[config.mk]
export PLATFORM = sky130hd
export DESIGN_NAME = knp_dist
export DESIGN_NICKNAME = d
export VERILOG_FILES = /design/src/rtl/knp_pkg.sv /design/src/rtl/knp_dist.sv
export SDC_FILE = /design/constraint.sdc
export NUM_CORES = 2
export LEC_CHECK = 0
export ABC_AREA = 1
export BUFFER_PORTS_ARGS = -buffer_cell sky130_fd_sc_hd__buf_4
export CORE_UTILIZATION = 49
export DETAILED_ROUTE_END_ITERATION = 6
export PLACE_DENSITY_LB_ADDON = 0.05
export SYNTH_ARGS = -nofsm -noshare
export SYNTH_HDL_FRONTEND = slang
export SYNTH_SLANG_ARGS = --single-unit
export TNS_END_PERCENT = 10
[constraint.sdc]
create_clock -name clk_i -period 6.1 [get_ports clk_i]
set_input_delay 1.22 -clock clk_i [delete_from_list [all_inputs] [get_ports clk_i]]
set_output_delay 1.22 -clock clk_i [all_outputs]
set_load 0.01 [all_outputs]
[src/rtl/knp_pkg.sv]
`default_nettype none

package knp_pkg;

  // Width of a squared distance; larger values saturate to all ones.
  localparam int unsigned DIST_W = 52;

  // Widths of the configuration port.
  localparam int unsigned CFG_IDX_W  = 1;
  localparam int unsigned CFG_DATA_W = 16;
  localparam int unsigned MAX_NB_W   = 6;
  localparam int unsigned VOX_W      = 16;

  // Configuration register indexes.
  localparam logic [CFG_IDX_W-1:0] CFG_MAX_NEIGHBORS    = 1'd0;
  localparam logic [CFG_IDX_W-1:0] CFG_MIN_VOXEL_POINTS = 1'd1;

  typedef enum logic [1:0] {
    OP_START  = 2'd0,
    OP_CAND   = 2'd1,
    OP_FINISH = 2'd2,
    OP_NONE   = 2'd3
  } knp_op_e;

  typedef enum logic [3:0] {
    ST_IDLE = 4'b0001,
    ST_DIST = 4'b0010,
    ST_INS  = 4'b0100,
    ST_EMIT = 4'b1000
  } knp_state_e;

  // Per-cell command from the controller.
  typedef struct packed {
    logic clr;   // drop the cell's point (new query)
    logic ins;   // cell lies in the insertion window
    logic rot;   // rotate one place toward cell 0
    logic wrap;  // this cell is the tail and takes cell 0's point
  } knp_ctl_t;

endpackage

`default_nettype wire

[src/rtl/knp_dist.sv]
`default_nettype none

module knp_dist
  import knp_pkg::*;
#(
  parameter int unsigned COORD_BITS = 24
) (
  input  wire logic                  clk_i,
  input  wire logic                  rst_ni,
  input  wire logic                  go_i,
  input  wire logic [COORD_BITS-1:0] x_i,
  input  wire logic [COORD_BITS-1:0] y_i,
  input  wire logic [COORD_BITS-1:0] z_i,
  input  wire logic [COORD_BITS-1:0] qx_i,
  input  wire logic [COORD_BITS-1:0] qy_i,
  input  wire logic [COORD_BITS-1:0] qz_i,
  output logic                       done_o,
  output logic [DIST_W-1:0]          dist_o
);

  localparam int unsigned SQ_W  = 2 * COORD_BITS;
  localparam int unsigned SUM_W = SQ_W + 2;
  localparam int unsigned EXT_W = (SUM_W > DIST_W) ? SUM_W : DIST_W;

  logic [2:0]            vld_q;
  logic [COORD_BITS-1:0] ax_d, ay_d, az_d;
  logic [COORD_BITS-1:0] ax_q, ay_q, az_q;
  logic [SQ_W-1:0]       sqx_q, sqy_q, sqz_q;
  logic [EXT_W-1:0]      sum_w;
  logic [DIST_W-1:0]     dist_d, dist_q;

  function automatic logic [COORD_BITS-1:0] abs_diff(input logic [COORD_BITS-1:0] a,
                                                      input logic [COORD_BITS-1:0] b);
    logic [COORD_BITS:0] d;
    d = {a[COORD_BITS-1], a} - {b[COORD_BITS-1], b};
    if (d[COORD_BITS]) begin
      d = ~d + 1'b1;
    end
    return d[COORD_BITS-1:0];
  endfunction

  always_comb begin
    ax_d = abs_diff(x_i, qx_i);
    ay_d = abs_diff(y_i, qy_i);
    az_d = abs_diff(z_i, qz_i);
  end

  always_comb begin
    sum_w = EXT_W'(SUM_W'(sqx_q) + SUM_W'(sqy_q) + SUM_W'(sqz_q));
    if (sum_w > EXT_W'({DIST_W{1'b1}})) begin
      dist_d = {DIST_W{1'b1}};
    end else begin
      dist_d = sum_w[DIST_W-1:0];
    end
  end

  always_ff @(posedge clk_i or negedge rst_ni) begin
    if (!rst_ni) begin
      vld_q <= '0;
    end else begin
      vld_q <= {vld_q[1:0], go_i};
    end
  end

  always_ff @(posedge clk_i) begin
    if (go_i) begin
      ax_q <= ax_d;
      ay_q <= ay_d;
      az_q <= az_d;
    end
    if (vld_q[0]) begin
      sqx_q <= SQ_W'(ax_q) * SQ_W'(ax_q);
      sqy_q <= SQ_W'(ay_q) * SQ_W'(ay_q);
      sqz_q <= SQ_W'(az_q) * SQ_W'(az_q);
    end
    if (vld_q[1]) begin
      dist_q <= dist_d;
    end
  end

  assign done_o = vld_q[2];
  assign dist_o = dist_q;

endmodule

`default_nettype wire

# Word level (Yosys, flattened, before mapping)
# Cells that the tools add are included.
# Widths: inputs -> output; s select.
[totals] ff_bits=271 inputBits=147 wordCells=26
[op_classes] add_sub_neg=8 mul=3 order_cmp=1 n_mux=3 n_bitwise=3
[op_table] cell="$mul 24x24->48" count=3
[op_table] cell="$sub 24x24->25" count=3
[op_table] cell="$add 24x1->24 const B" count=3
[op_table] cell="$mux 24" count=3
[op_table] cell="$not 24->24" count=3
[op_table] cell="$gt 50x52->1 const B" count=1
[op_table] cell="$add 49x48->50" count=1
[op_table] cell="$add 48x48->49" count=1

# Depth between registers and ports, before layout
[depth] word_depth=4 depth_mapped=30 depth_no_buf=29

# Worst setup path before layout
# OpenSTA, ideal clock, no wires.
[synth_timing] path_kind="register -> register" startpoint="reg ax_q[2]" endpoint="reg sqx_q[38] (data pin)" setup_ps=252 arrival_ps=6138 setup_slack_ps=-290 path_stages_with_launch=29 path_buffers=1 path_cell_list="edfxtp_1 -> clkbuf_1 -> nand2_1 -> fa_1 -> inv_1 -> fa_1 -> inv_1 -> fa_1 -> inv_1 -> fa_1 -> inv_1 -> fa_1 -> inv_1 -> fa_1 -> inv_1 -> fa_1 -> inv_1 -> ha_1 -> nand2_1 -> nor2_1 -> inv_1 -> nor2_1 -> inv_1 -> nor2_1 -> a21oi_1 -> o21ai_0 -> a21oi_1 -> nand2_1 -> nand2_1"
[synth_via] elab_chain_len=1
[synth_lines] item="start: declaration" line_no="knp_dist.sv:27" source="logic [COORD_BITS-1:0] ax_q, ay_q, az_q;"
[synth_lines] item="start signal: assignment" line_no="knp_dist.sv:67" source="ax_q <= ax_d;"
[synth_lines] item="$mul 24x24->48" line_no="knp_dist.sv:72" source="sqx_q <= SQ_W'(ax_q) * SQ_W'(ax_q);"
[synth_lines] item="end signal: assignment" line_no="knp_dist.sv:72"
[synth_lines] item="end: declaration" line_no="knp_dist.sv:28" source="logic [SQ_W-1:0] sqx_q, sqy_q, sqz_q;"
# Every way passes these cells.
# A chain may end at the register's enable or synchronous reset.

# Worst setup path in the final report
[layout_timing] startpoint="reg ay_q[15]" endpoint="reg sqy_q[39] (data pin)"
[layout_via] elab_chain_len=1
[layout_lines] item="start: declaration" line_no="knp_dist.sv:27"
[layout_lines] item="start signal: assignment" line_no="knp_dist.sv:68" source="ay_q <= ay_d;"
[layout_lines] item="$mul 24x24->48" line_no="knp_dist.sv:73" source="sqy_q <= SQ_W'(ay_q) * SQ_W'(ay_q);"
[layout_lines] item="end signal: assignment" line_no="knp_dist.sv:73"
[layout_lines] item="end: declaration" line_no="knp_dist.sv:28"
# Every way passes these cells.

==> key figures <==
Global routing
  • Pin count of the biggest net entering global routing: 60
  • First-pass GRT wire length: 319 mm
  • Vias in the first global route: 61,016
  • Congestion Overflow GR: 0
  • Gr usage total: 27.7%
  • Initial antenna violation count: 3

Final layout
  • Area Overhead vs Synth: 23.5%
  • Multi-input logic area: 0.0540 mm2
  • Fraction of layout cells with a size suffix above 1: 19.8%
  • Layout net count: 11,922
  • Sequential Area: 0.00798 mm2
  • Fillers: 12,806
  • Post-route cell area: 0.0863 mm2
  • N_diodes: 0

Route
  • Starting DRC count in detailed routing: 3,415
  • # DRC: 0
  • Routed wire length: 195 mm
  • Via count: 57,269
  • Avg WL per Cell: 16.6 um
  • Antenna Violating Nets Remaining: 0
  • DR vias/cell: 4.88
  • Detailed Routing Iterations Pass 1: 6

CTS
  • Total CTS buffers: 37
  • Worst-path clk slew: 0.06 ns
  • Clk_lat worst skew: 0.64 ns
  • Clock sink count: 266
  • Clk root buf: clkbuf_16
  • H-tree lvl count: 2
  • Hold_buf cts: 0
  • Clock Path Buffers: 3
  • CTS tree: built

Timing
  • Final hold vios: 0
  • Fin. max-slew vios: 0
  • Min cycle time layout: 6.39 ns
  • Final Skew: 0.0360 ns
  • Max Fclk: 157 MHz
  • Setup WS post-layout: -0.289 ns
  • Final Cycle Share: 105%
  • Least-Margin Pin Slew: 0.911 ns
  • RSZ-0062 raised after global routing: yes
  • Final Setup Violations: 79
  • Slew headroom: 39.2%

Yosys
  • Yosys reg bits: 266
  • Post-synthesis cell count: 8,654
  • EDFF count, synth: 263
  • Largest family of logic cells by synthesized area: adder cells
  • Avg Cell Area, Syn: 8.07 um2
  • Post-synthesis simple-gate area fraction: 16.1%
  • Synth Area in XOR/XNOR: 3.12%
  • Post-synth top area share: 37.8%
  • Synth Cell Area: 0.0699 mm2
  • Multiplexer share of the synthesized area: 0%
  • Synth Flop Type: edfxtp_1
  • Synth Area in Compound Gates: 4.85%
  • Top post-synthesis cells by area: fa_1, inv_1, ha_1
  • Count of cell types in the netlist: 55
  • Adder-cell share of the synthesized area: 49.3%
  • Async set or reset register ratio after synthesis: 1.13%
  • Synth area leader: fa_1
  • Warnings from Yosys: 0
  • Sequential area share after synthesis: 11.4%

Flow run
  • Max Cap Viol: 0

Worst setup path
  • Crit. End Element: register
  • WP data required: 6.48 ns
  • Crit start category: register
  • Worst setup path category: register to register
  • Peak fanout along the critical path: 6
  • Critical Path AT: 6.77 ns

Status
  • Outcome: complete, but fails checks
  • Failing checks: negative setup slack

Placement
  • Port Buf Inserts: 197
  • DPL Wire Length: 169 mm
  • GPL Wtd Cong: 0.961
  • Dpl cell area: 0.0814 mm2
  • Pre-CTS setup slack: -0.599 ns

Floorplan
  • Initial Util: 49.4%
  • Die Wd: 380 um
  • Core ar.: 0.142 mm2
  • Chip Height: 380 um
  • Die Area: 0.144 mm2
  • Cell row count: 138
  • Ports: 200

Hold path
  • Hold WC Path Type: primary input to async pin
[cell usage after synthesis (all sizes together), types with 2 or more instances]
cell type / instances
nand3b: 15
a221oi: 6
nand2: 1942
clkbuf: 148
xor2: 156
nor4: 26
o21ai: 160
nor3: 32
a31oi: 41
and2: 2
o21bai: 29
nand4: 51
a21o: 44
clkinv: 2
dfrtp: 3
or2: 7
inv: 2662
o21a: 11
nor2: 439
a21oi: 286
edfxtp: 263
a211oi: 4
buf: 8
fa: 1318
ha: 647
o211ai: 7
and3: 13
nand3: 226
xnor2: 90
a21boi: 7
[sequential cells by signal, summed over array words and instances, names as in the netlist]
signal and cells:
dist_o 50, sqx_q 47, sqy_q 47, sqz_q 47, ax_q 24, ay_q 24, az_q 24, vld_q 3
[layer usage]
metal | wire, um | GRT usage, %
met2 | 93600 | 47.0
met1 | 86000 | 38.8
met3 | 10900 | 2.56
met5 | 20 | 0
met4 | 4170 | 5.44
[metrics by stage]
stage	cells	hold WS (ns)	setup TNS [ns]	util, %
floorplan	8658	0.534	-0.0184	-
global placement	11578	0.375	-24.26	57.5
detailed placement	11578	0.377	-27.23	57.5
CTS	11708	0.330	-13.60	59.8
global route	11729	0.350	-32.98	60.9
finish	11729	0.370	-11.64	60.9
[cell families after synthesis]
family	after synthesis
buf+inv	2820
xor+xnor	246
flops	266
simple gates	2754
fa+ha+maj	1965
compound gates	602
other cells	1
[layout make-up]
| type | instances | share of cell area [%] |
|---|---|---|
| Sequential cell | 266 | 9.25 |
| Clock buffer | 42 | 1.10 |
| Tap cell | 1890 | 2.74 |
| Multi-Input combinational cell | 5572 | 62.6 |
| Timing Repair Buffer | 1269 | 12.3 |
| Inverter | 2664 | 11.6 |
| Clock inverter | 26 | 0.373 |
[placed cells by master (no fill, tap or decap), types with 69 or more instances in the layout]
| cell type | count |
|---|---|
| buf_4 | 1153 |
| o21ai_0 | 92 |
| nand2_2 | 99 |
| edfxtp_1 | 263 |
| xor2_1 | 134 |
| nor2_1 | 343 |
| inv_1 | 2594 |
| nand3_1 | 205 |
| fa_1 | 1273 |
| a21oi_2 | 69 |
| ha_1 | 588 |
| a21oi_1 | 211 |
| nand2_1 | 1820 |
| xnor2_1 | 80 |
[critical path: stages, from the launching register on]
cell      delay [ns]
edfxtp_1        0.43
buf_6           0.16
buf_16          0.14
nand2_1         0.12
inv_1           0.07
fa_1            0.50
inv_1           0.06
fa_1            0.49
inv_1           0.05
fa_1            0.51
fa_1            0.44
fa_1            0.50
fa_1            0.49
inv_1           0.05
fa_1            0.47
inv_1           0.04
ha_1            0.28
buf_4           0.16
nand2_2         0.09
nor2_1          0.06
nor2_2          0.18
nand2_2         0.10
nand2_1         0.06
o211ai_1        0.12
a21oi_2         0.23
nor2_1          0.09
nor3_1          0.16
nor2_1          0.08
[worst paths after layout]
path | start | endpoint | slack (ns) | depth (start not counted)
min in group clk_i | vld_q[1] | vld_q[2] | 0.39 | 0
worst min register to register | vld_q[1] | vld_q[2] | 0.39 | 0
worst max-delay path | ay_q[15] | sqy_q[39] | -0.29 | 27
worst min-delay path | rst_ni | vld_q[0] | 0.37 | 1
max in group asynchronous | rst_ni | vld_q[0] | 5.63 | 1
worst max register to register | ay_q[15] | sqy_q[39] | -0.29 | 27
[what timing repair did]
action / CTS / global route
endpoints found under the setup margin: 94 / 102
hold endpoints to repair: 0 / 0
pin swaps: 140 / 136
buffers inserted: 59 / 24
gates resized for setup: 383 / 312
cloned: 3 / 2
Power is left out: the tool's default activity adds up to more than one toggle a clock period on the data nets, which glitch-free logic cannot reach.
