`config.mk`:
```
export PLATFORM = sky130hd
export DESIGN_NAME = knp_cell
export DESIGN_NICKNAME = d
export VERILOG_FILES = /design/src/rtl/knp_pkg.sv /design/src/rtl/knp_cell.sv
export SDC_FILE = /design/constraint.sdc
export NUM_CORES = 1
export LEC_CHECK = 0
export ABC_CLOCK_PERIOD_IN_PS = 10100
export BUFFER_PORTS_ARGS = -buffer_cell sky130_fd_sc_hd__buf_2
export CAP_MARGIN = 20
export CORE_AREA = 4 4 240 242
export CTS_CLUSTER_DIAMETER = 60
export CTS_CLUSTER_SIZE = 40
export DETAILED_ROUTE_END_ITERATION = 16
export DIE_AREA = 0 0 244 246
export PLACE_DENSITY = 0.42
export SKIP_LAST_GASP = 1
export SLEW_MARGIN = 20
export SYNTH_ARGS = -nofsm -noshare
export SYNTH_HDL_FRONTEND = slang
export SYNTH_SLANG_ARGS = --single-unit
```
`constraint.sdc`:
```
create_clock -name clk_i -period 10.1 [get_ports clk_i]
set_input_delay 1.01 -clock clk_i [delete_from_list [all_inputs] [get_ports clk_i]]
set_output_delay 1.01 -clock clk_i [all_outputs]
set_load 0.05 [all_outputs]
```
`src/rtl/knp_pkg.sv`:
```
`default_nettype none

package knp_pkg;

  // Width of a squared distance; larger values saturate to all ones.
  localparam int unsigned DIST_W = 52;

  // Widths of the configuration port.
  localparam int unsigned CFG_IDX_W  = 1;
  localparam int unsigned CFG_DATA_W = 16;
  localparam int unsigned MAX_NB_W   = 6;
  localparam int unsigned VOX_W      = 16;

  // Configuration register indexes.
  localparam logic [CFG_IDX_W-1:0] CFG_MAX_NEIGHBORS    = 1'd0;
  localparam logic [CFG_IDX_W-1:0] CFG_MIN_VOXEL_POINTS = 1'd1;

  typedef enum logic [1:0] {
    OP_START  = 2'd0,
    OP_CAND   = 2'd1,
    OP_FINISH = 2'd2,
    OP_NONE   = 2'd3
  } knp_op_e;

  typedef enum logic [3:0] {
    ST_IDLE = 4'b0001,
    ST_DIST = 4'b0010,
    ST_INS  = 4'b0100,
    ST_EMIT = 4'b1000
  } knp_state_e;

  // Per-cell command from the controller.
  typedef struct packed {
    logic clr;   // drop the cell's point (new query)
    logic ins;   // cell lies in the insertion window
    logic rot;   // rotate one place toward cell 0
    logic wrap;  // this cell is the tail and takes cell 0's point
  } knp_ctl_t;

endpackage

`default_nettype wire

```
`src/rtl/knp_cell.sv`:
```
`default_nettype none

module knp_cell
  import knp_pkg::*;
#(
  parameter int unsigned DATA_W = 124
) (
  input  wire logic              clk_i,
  input  wire logic              rst_ni,
  input  wire knp_ctl_t          ctl_i,
  input  wire logic [DATA_W-1:0] new_i,
  input  wire logic              ins_left_i,
  input  wire logic [DATA_W-1:0] left_i,
  input  wire logic [DATA_W-1:0] right_i,
  input  wire logic [DATA_W-1:0] head_i,
  output logic                   ins_o,
  output logic [DATA_W-1:0]      data_o
);

  logic              valid_d, valid_q;
  logic [DATA_W-1:0] data_d, data_q;
  logic              take_w;

  // The new point goes at or before this cell when the cell is empty or
  // strictly farther; equal distances keep the older point first.
  assign ins_o  = !valid_q || (data_q[DIST_W-1:0] > new_i[DIST_W-1:0]);
  assign take_w = ctl_i.ins && ins_o;

  always_comb begin
    data_d  = data_q;
    valid_d = valid_q;
    if (ctl_i.clr) begin
      valid_d = 1'b0;
    end else if (take_w) begin
      valid_d = 1'b1;
      data_d  = ins_left_i ? left_i : new_i;
    end else if (ctl_i.rot) begin
      data_d = ctl_i.wrap ? head_i : right_i;
    end
  end

  always_ff @(posedge clk_i or negedge rst_ni) begin
    if (!rst_ni) begin
      valid_q <= 1'b0;
    end else begin
      valid_q <= valid_d;
    end
  end

  always_ff @(posedge clk_i) begin
    data_q <= data_d;
  end

  assign data_o = data_q;

endmodule

`default_nettype wire

```
Yosys cells after proc, flatten, opt, wreduce, memory -nomap -nowiden
Index checks and enable logic that the tools add are counted.

Flip-flop bits (word level): 125. Bits of input ports: 503. Output and inout port bits: 125. Word-level logic and storage cells: 16.

Order comparisons: 1. Multiplexer cells: 6. Bitwise logic cells: 1. Reduce and logical (&&, ||, !) cells: 6.

Operator list (count): $mux W124 (4); $gt A52 B52 Y1 (1); $reduce_bool A2 Y1 (2); $mux W1 (2); $reduce_and A2 Y1 (1); $logic_and A1 B1 Y1 (1); $logic_not A1 Y1 (1); $logic_or A1 B1 Y1 (1); $not A1 Y1 (1).

Depth between registers and ports, before layout
Gate-level depths: netlist of run 1.

Word-level depth: 5. Mapped depth: 12. Mapped depth without buffers: 9.

Worst setup path before layout of run 1
OpenSTA, ideal clock, no wires.

Path type: in2reg. Start point: input new_i[18]. End point: register data_q[0], in the netlist data_o[0], enable pin. Library setup time: 0.649 ns. Arrival: 8.855 ns. Required time: 9.451 ns. Slack: 0.595 ns. Cell stages on the path: 12. Buffers on the path: 3. Cells stage by stage: inv_1 -> ha_1 -> nand4_1 -> or2_1 -> a2111oi_0 -> a211oi_1 -> a31o_1 -> a21o_1 -> buf_6 -> buf_8 -> buf_12 -> a21oi_1.

Word-level cells in the longest chain between the ends: 5.

Ends and longest elaborated chain: start, declared (RTL line knp_cell.sv:11) `input wire logic [DATA_W-1:0] new_i,`; $gt A52 B52 Y1 (RTL line knp_cell.sv:26) `assign ins_o = !valid_q || (data_q[DIST_W-1:0] > new_i[DIST_W-1:0]);`; $logic_or A1 B1 Y1 (RTL line knp_cell.sv:26); $logic_and A1 B1 Y1 (RTL line knp_cell.sv:27) `assign take_w = ctl_i.ins && ins_o;`; $reduce_bool A2 Y1 (no line); $reduce_and A2 Y1 (no line); end signal, assigned (RTL line knp_cell.sv:51) `data_q <= data_d;`; end, declared (RTL line knp_cell.sv:21) `logic [DATA_W-1:0] data_d, data_q;`.

No other way between the ends. A chain may end at the register's enable or synchronous reset.

Worst setup path in the final report of run 1
Start point: input new_i[49]. End point: register data_q[98], in the netlist data_o[98] (data pin).

Word-level cells in the longest chain between the ends: 4.

Ends and longest elaborated chain: $gt A52 B52 Y1 (RTL line knp_cell.sv:26); $logic_or A1 B1 Y1 (RTL line knp_cell.sv:26); $logic_and A1 B1 Y1 (RTL line knp_cell.sv:27); $mux W124 (RTL line knp_cell.sv:34) `end else if (take_w) begin`.

No other way between the ends.

==> results.toml, run 1 <==
[status]
status = "complete, no violations"

[finish]
syn_to_final_growth_pct = 49.14
drive_above_1_share = 0.4908
nets = 1903
nFillCells = 6009
fin_util = 0.2468

[routing]
drt_iter0_drc = 187
drc = 0
ant_nets = 0
vias = 8241
firstDrtPassIters = 4
routed_via_density = 3.898
routed_wl_um = 39920
wl_per_cell_um = 18.88

[yosys]
yosys.area_share.simple = 0.02648
synthCells = 736
synthFlopType = "edfxtp_1"
synth_top_area_frac = 0.4083
synth_xor_area_frac = 0
synth_area_mm2 = 0.009119
muxShareOfSynthArea = 0.4083
synth_fa_ha_area_frac = 0.07135
synth_top_family_by_area = "multiplexers"
synth-seq-cells = 125
synth_nets = 1291
yosys-top-cells-count = "mux2i_1, edfxtp_1, inv_1, ha_1, clkbuf_1"
synth_most_common_cell = "mux2i_1"
synth_area_leader_cell = "mux2i_1"
ys_warn_count = 0
syn_avg_cell_area_um2 = 12.39
ys_seq_area_frac = 0.4111
async_flop_share = 0.008000
synth_edf_count = 124
synth_area_leaders = "mux2i_1, edfxtp_1, ha_1"
synth_compound_area_frac = 0.02895
synth_cell_types = 31

[pwr]
power_w = 0.001849
p_per_area_mw_per_mm2 = 136.0
ir_worst_vdd_mv = 0.1302
power.leakage_nw = 7.143

[global_route]
grt_pass1_vias = 9001
grt-ovfl-total = 0
grt_max_degree = 65
grt_pass1_wl_um = 56430
antenna_found_initial = 7
grt_use_total = 0.1277

[clocking]
cts_hold_buf = 0
clock-sinks = 125
clockBufferDepth = 2
cts_setup_buffers = 0
cts-buffers-inserted = 17
cts_tree = "yes"
cts_resized = 0
clock_latency_ns = 0.47
cts.htree.levels = 4
clkTransAtPathRegs_ns = 0.06
root_buffer = "clkbuf_16"

[timing]
slew_headroom = 0.3192
hold_viol_final = 0
fin_crit_ns = 4.463
tns_ns = 0
worst_pin_slew_ns = 1.021
rsz0062_at_grt = "no"
fin_crit_sh = 0.4418
hold_slack_ns = 0.3047
skew_ns = 0.01571
max_freq_mhz = 224.1
slew_viol_final = 0
setup_viol = 0

[place]
place_congestion = 0.8503
io_buffers = 627
hpwl_um = 33460

[worst_setup_path]
worstPathArrival_ns = 4.65
critPathLaunchType = "input port"
cp.required_ns = 10.28
critPathMostFrequentCell = "nand4_1"
path_cells = "buf_2 > inv_1 > ha_1 > nand4_1 > nor3_1 > nand4_1 > or4_1 > o21ai_1 > a21o_4 > buf_4 > mux2i_1"
crit_buf_inv = 3
setup.worst_path.class = "input port to flop"
worstPathMaxFanout = 48
critPathTopFamily = "simple AND/OR/NAND/NOR gates"
cp-end-kind = "flop"
crit_path_max_incr_delay_ns = 0.76
slowest_stage = "buf_4"

[floorplan]
std_cell_rows = 86
pin_count = 628
die_w_um = 244
die_h_um = 246
start_util = 0.1655
coreArea_mm2 = 0.05509
die_area_mm2 = 0.06002

[run]
drv_cap = 0

[min_path]
hp-class = "input port to async pin"
per-stage QoR:
| stage | cell area [um^2] | instances | setup WS, ns |
|---|---|---|---|
| final | 13600 | 2114 | 5.637 |
| after global routing | 13590 | 2111 | 5.395 |
| after floorplan | 9119 | 736 | 0.5954 |
| after detailed placement | 13000 | 2077 | 4.932 |
| after global placement | 13000 | 2077 | 5.050 |
| after CTS | 13590 | 2109 | 5.483 |
state kept, by name (all words and copies together) (netlist names):
| register | cells |
|---|---|
| data_o | 124 |
| valid_q | 1 |
layout make-up:
class | count | area (um^2) | share of cell area
antenna | 5 | 12.51 | 0.0009200
clock buffer | 18 | 429.2 | 0.03156
multi-input combinational | 514 | 4898 | 0.3602
inverter | 55 | 206.4 | 0.01518
sequential | 125 | 3749 | 0.2756
tap | 748 | 935.9 | 0.06882
clock inverter | 14 | 157.7 | 0.01159
timing repair buffer | 635 | 3211 | 0.2361
cell usage in the layout, fill, tap and decap left out, drive strengths merged:
cell        n
a2111oi     1
o22ai       1
dfrtp       1
a21o        7
or3         1
and4        4
edfxtp    124
nand3b      1
diode       5
nand2      16
clkbuf     18
a211oi      2
clkinvlp    3
mux2i     372
nor2b       1
a21oi      20
nand3       6
a31o        1
bufinv      2
or2         1
o21ai       6
nor3        2
clkinv      4
nor2        6
or4         1
nand4       8
inv        60
o211ai      1
a221oi      4
ha         52
buf       635
routing by layer:
layer / share of wire / routed length [um] / GRT usage / vias up
li1: - / - / - / 4031
met4: 0.016 / 643 / 0.03359 / 4
met3: 0.072 / 2863 / 0.04626 / 34
met5: 0.00060 / 24 / 0 / -
met2: 0.53 / 21030 / 0.2340 / 331
met1: 0.38 / 15360 / 0.1398 / 3841
final timing paths:
| kind | from | end | slack (ns) | cells past startpoint |
|---|---|---|---|---|
| min reg2reg | valid_q | valid_q | 0.55 | 2 |
| min in group clk_i | valid_q | valid_q | 0.55 | 2 |
| max in group asynchronous | rst_ni | valid_q | 9.71 | 1 |
| max | new_i[49] | data_o[98] | 5.64 | 11 |
| max reg2reg | data_o[12] | data_o[98] | 5.88 | 9 |
| min | rst_ni | valid_q | 0.30 | 1 |
cell families (layout without fill, tap and decap cells):
logic type      Yosys count  after routing
compound gates           43             43
fa+ha+maj                52             52
buf+inv                  97            722
flops                   125            125
mux                     372            372
other cells               0              5
simple gates             47             47
where the power goes:
group	switching (W)	internal (W)	total [W]
registers	0.0000175	0.000632	0.000650
clock network	0.000272	0.000366	0.000638
logic	0.000353	0.000208	0.000562
total	0.000642	0.00121	0.00185
Note: power is estimated with default switching activity, not from simulation.
==> run 2: changes to the inputs <==
--- a/config.mk
+++ b/config.mk
@@ -5,7 +5,7 @@
 export SDC_FILE = /design/constraint.sdc
 export NUM_CORES = 1
 export LEC_CHECK = 0
-export ABC_CLOCK_PERIOD_IN_PS = 10100
+export ABC_CLOCK_PERIOD_IN_PS = 4300
 export BUFFER_PORTS_ARGS = -buffer_cell sky130_fd_sc_hd__buf_2
 export CAP_MARGIN = 20
 export CORE_AREA = 4 4 240 242
==> constraint.sdc (replaced) <==
create_clock -name clk_i -period 4.3 [get_ports clk_i]
set_input_delay 0.43 -clock clk_i [delete_from_list [all_inputs] [get_ports clk_i]]
set_output_delay 0.43 -clock clk_i [all_outputs]
set_load 0.05 [all_outputs]
==> run 2 against run 1 <==
  * Global-route usage about the same
  * Register-to-register slack got worse by 5.1 ns
  * Cell count increased by 0.38%
  * Clock power rose by 140%
  * Sequential share of layout area fell by 0.47 points
  * Critical path depth fell by 1
  * First-iteration DRC count rose by 47%
  * Critical path type is now flop to flop
  * Largest cell class unchanged
  * Largest power group is now clock
==> results.toml, run 2 (same netlist as run 1, synthesis figures left out) <==
[timing]
hold_viol_final = 0
setup_viol = 0
hold_slack_ns = 0.1744
worst_pin_slew_ns = 0.8061
rsz0062_at_grt = "no"
tns_ns = 0
fin_ws_ns = 0.7347
skew_ns = 0.01818
slew_viol_final = 0
fin_crit_ns = 3.565
slew_headroom = 0.4626
max_freq_mhz = 280.5
fin_crit_sh = 0.8291

[pwr]
power.leakage_nw = 7.243
p_per_area_mw_per_mm2 = 318.8
power_w = 0.004411
ir_worst_vdd_mv = 0.2987

[clocking]
cts-buffers-inserted = 17
clkTransAtPathRegs_ns = 0.06
clock_latency_ns = 0.47
cts_tree = "yes"
clockBufferDepth = 2
clock-sinks = 125
cts_resized = 0
cts.htree.levels = 4
root_buffer = "clkbuf_16"

[routing]
routed_wl_um = 40070
wl_per_cell_um = 18.89
routed_via_density = 3.917
vias = 8311
drt_iter0_drc = 274
drc = 0
ant_nets = 0
firstDrtPassIters = 4

[global_route]
grt-ovfl-total = 0
grt_pass1_wl_um = 56470
antenna_found_initial = 6
grt_max_degree = 71
grt_pass1_vias = 8965
grt_use_total = 0.1278

[worst_setup_path]
cp.required_ns = 4.60
setup.worst_path.class = "flop to flop"
critPathLaunchType = "flop"
cp-end-kind = "flop"
worstPathMaxFanout = 17
worstPathArrival_ns = 3.87

[floorplan]
std_cell_rows = 86
pin_count = 628
start_util = 0.1655
die_area_mm2 = 0.06002
die_w_um = 244
die_h_um = 246
coreArea_mm2 = 0.05509

[finish]
fin_area_mm2 = 0.01383
drive_above_1_share = 0.4949
layout_common_cells = "buf_2, mux2i_1, edfxtp_1"
nFillCells = 5951
syn_to_final_growth_pct = 51.70
final_common_cell = "buf_2"
nets = 1914
largest_reg_flops = 124

[min_path]
hp-class = "input port to flop"

[place]
hpwl_um = 33820
dpl_cell_area_mm2 = 0.01322
io_buffers = 627
dp_slack_ns = 0.5572
place_congestion = 0.8520

[status]
status = "complete, no violations"

[run]
drv_cap = 0
[run 2: cell count changes in the layout (fill, tap and decap cells not counted), sizes merged]
cell and delta:
dlygate4sd3 +1, inv -3, clkbuf +1, buf +10
clkinvlp -1, clkinv +2, diode -3, bufinv +1
[run 2: critical path, stage by stage, from the launching register on]
cell	delay (ns)
edfxtp_1	0.43
ha_1	0.35
nand4_1	0.14
or2_1	0.34
or3_1	0.40
or4_1	0.54
o21ai_1	0.17
a21o_4	0.33
buf_12	0.22
buf_12	0.19
mux2i_1	0.23
[run 2: what timing repair did]
action | in CTS | in global routing
hold buffers | 1 | 0
setup buffers | 0 | 0
endpoints found under the setup margin | 0 | 0
hold endpoints to repair | 1 | 0
[run 2: metrics by stage]
step                      std cells    util
after floorplan                 736       -
after global placement         2087  0.2399
after detailed placement       2087  0.2399
after CTS                      2120  0.2510
after global routing           2121  0.2510
final                          2122  0.2511
[run 2: power breakdown]
part	internal (W)	switching, W
Combinational	0.000512	0.000832
Clock	0.000913	0.000627
Sequential	0.00148	0.0000430
[run 2: per-layer routing]
layer	global-route usage	routed length, um
met4	0.03932	874
met3	0.04549	3001
met1	0.1364	15070
met5	0	27
met2	0.2362	21100
[run 2: final timing paths]
| check | startpoint | endpoint | slack [ns] | cells after the start |
|---|---|---|---|---|
| setup / recovery | data_o[19] | data_o[70] | 0.73 | 10 |
| hold / removal | ctl_i[3] | valid_q | 0.17 | 2 |
| hold reg to reg | valid_q | valid_q | 0.57 | 2 |
| max in group asynchronous | rst_ni | valid_q | 3.91 | 2 |
| min in group asynchronous | rst_ni | valid_q | 0.31 | 2 |
| setup reg to reg | data_o[19] | data_o[70] | 0.73 | 10 |
[run 2: cell type report]
type / instances / area, um^2 / share of cell area
multi-input cells: 514 / 4930 / 0.3564
flip-flops and latches: 125 / 3749 / 0.2710
repair buffers: 646 / 3408 / 0.2464
well taps: 748 / 935.9 / 0.06766
clock buffers: 19 / 432.9 / 0.03130
inverters: 55 / 206.4 / 0.01492
clock inverters: 13 / 166.4 / 0.01203
diodes: 2 / 5.005 / 0.0003618
==> run 3: changes to the inputs <==
--- a/config.mk
+++ b/config.mk
@@ -5,7 +5,7 @@
 export SDC_FILE = /design/constraint.sdc
 export NUM_CORES = 1
 export LEC_CHECK = 0
-export ABC_CLOCK_PERIOD_IN_PS = 4300
+export ABC_CLOCK_PERIOD_IN_PS = 3340
 export BUFFER_PORTS_ARGS = -buffer_cell sky130_fd_sc_hd__buf_2
 export CAP_MARGIN = 20
 export CORE_AREA = 4 4 240 242
==> constraint.sdc (replaced) <==
create_clock -name clk_i -period 3.34 [get_ports clk_i]
set_input_delay 0.334 -clock clk_i [delete_from_list [all_inputs] [get_ports clk_i]]
set_output_delay 0.334 -clock clk_i [all_outputs]
set_load 0.05 [all_outputs]
==> run 3 against run 2 <==
  * Sequential power increased by 29%
  * Sequential share of layout area decreased by 0.70 points
  * Critical endpoint is now data_o[77]
  * Highest routed layer is now met4
  * Via count increased by 1.2%
  * Die area unchanged
  * Largest power group unchanged
==> results.toml, run 3 (same netlist as run 1, synthesis figures left out) <==
[worst_setup_path]
critPathTopFamily = "buffers and inverters"
worstPathArrival_ns = 3.33
slowest_stage = "edfxtp_1"
critPathLaunchType = "flop"
path_cells = "ha_4 > nand4_1 > buf_4 > buf_4 > buf_4 > buf_4 > buf_4 > a21oi_1 > a211oi_1 > a31o_1 > a21o_4 > a21oi_4 > clkbuf_16"
crit_buf_inv = 6
cp-end-kind = "flop"
cp.required_ns = 3.46
setup.worst_path.class = "flop to flop"
critPathMostFrequentCell = "buf_4"
crit_path_max_incr_delay_ns = 0.44
worstPathMaxFanout = 70

[pwr]
pwr-share-clk = 0.350
p_per_area_mw_per_mm2 = 408.1
swShare = 0.3334
intPower_w = 0.003863
p_sw_w = 0.001933
ir_worst_vdd_mv = 0.3932
pwr-share-seq = 0.339
p_comb_frac = 0.311
power.leakage_nw = 7.434

[timing]
fin_crit_ns = 3.211
hold_viol_final = 0
fin_crit_sh = 0.9614
max_freq_mhz = 311.4
skew_ns = 0.01509
slew_viol_final = 0
setup_viol = 0
rsz0062_at_grt = "yes"
worst_pin_slew_ns = 0.6959
slew_headroom = 0.5361
fin_ws_ns = 0.1290

[global_route]
grt_use_total = 0.1304
grt_pass1_vias = 9271
grt_max_degree = 71
grt_pass1_wl_um = 57430
antenna_found_initial = 6
grt-ovfl-total = 0

[routing]
firstDrtPassIters = 4
routed_wl_um = 40580
drt_iter0_drc = 236
drc = 0
ant_nets = 0
routed_via_density = 3.894
vias = 8408
wl_per_cell_um = 18.79

[place]
dp_cells = 2114
io_buffers = 627
hpwl_um = 34460
place_congestion = 0.8630
dp_slack_ns = 0.005158

[clocking]
root_buffer = "clkbuf_16"
clock-sinks = 125
cts-buffers-inserted = 17
clkTransAtPathRegs_ns = 0.06
clockBufferDepth = 2
clock_latency_ns = 0.47
cts.htree.levels = 4
cts_tree = "yes"

[finish]
final_common_cell = "buf_2"
nFillCells = 5997
syn_to_final_growth_pct = 55.75
fin_util = 0.2578
drive_above_1_share = 0.5114
nets = 1951
layout_common_cells = "buf_2, mux2i_1, edfxtp_1"
largest_reg_flops = 124
multiInputGateArea_mm2 = 0.004964
regArea_mm2 = 0.003749
layout.cells.non_filler = 2159

[status]
status = "complete, no violations"

[floorplan]
coreArea_mm2 = 0.05509
std_cell_rows = 86
start_util = 0.1655
die_w_um = 244
die_area_mm2 = 0.06002
die_h_um = 246
pin_count = 628

[run]
drv_cap = 0

[min_path]
hp-class = "input port to flop"
[run 3: metal layers]
metal  global-route usage  up-vias  share of wire
met2               0.2376      345           0.53
met1               0.1426     3910           0.39
li1                     -     4120              -
met3              0.04484       33          0.071
met5                    0        -              0
met4              0.04068        0          0.016
[run 3: per-stage QoR]
step | hold WS [ns] | power, W | area (um^2) | TNS [ns]
5_1_grt | 0.03960 | 0.006106 | 14200 | -0.02096
4_1_cts | 0.02824 | 0.005925 | 14190 | 0
6_report | 0.08067 | 0.005796 | 14200 | 0
3_5_place_dp | 0.1114 | 0.003815 | 13450 | 0
3_3_place_gp | 0.1134 | 0.003803 | 13450 | 0
2_1_floorplan | 0.03841 | 0.003082 | 9166 | -199.03
[run 3: repair_timing]
action                     4_1_cts  5_1_grt
pin swaps                        8        0
setup endpoints to repair        2       27
hold endpoints to repair         1        0
resized for setup                6        1
hold buffers                     1        0
buffers inserted                11        0
[run 3: path summary, 6_finish.rpt]
kind	slack [ns]	from	to	cells past startpoint
max	0.13	data_o[19]	data_o[77]	13
min	0.08	ctl_i[3]	valid_q	2
max reg2reg	0.13	data_o[19]	data_o[77]	13
min reg2reg	0.58	valid_q	valid_q	2
max in group asynchronous	3.05	rst_ni	valid_q	2
min in group asynchronous	0.21	rst_ni	valid_q	2
[run 3: power by group through the flow]
stage	Sequential (W)	Combinational (W)	Clock (W)
floorplan	0.00243	0.000651	0
global placement	0.00200	0.00180	0
detailed placement	0.00200	0.00181	0
CTS	0.00197	0.00184	0.00211
global route	0.00198	0.00195	0.00218
finish	0.00197	0.00180	0.00203
[run 3: layout make-up]
type / instances / area share
multi-input combinational: 514 / 0.3495
sequential: 125 / 0.2639
timing repair buffer: 683 / 0.2621
tap: 748 / 0.06590
clock buffer: 17 / 0.02995
inverter: 55 / 0.01454
clock inverter: 14 / 0.01357
antenna: 3 / 0.0005286
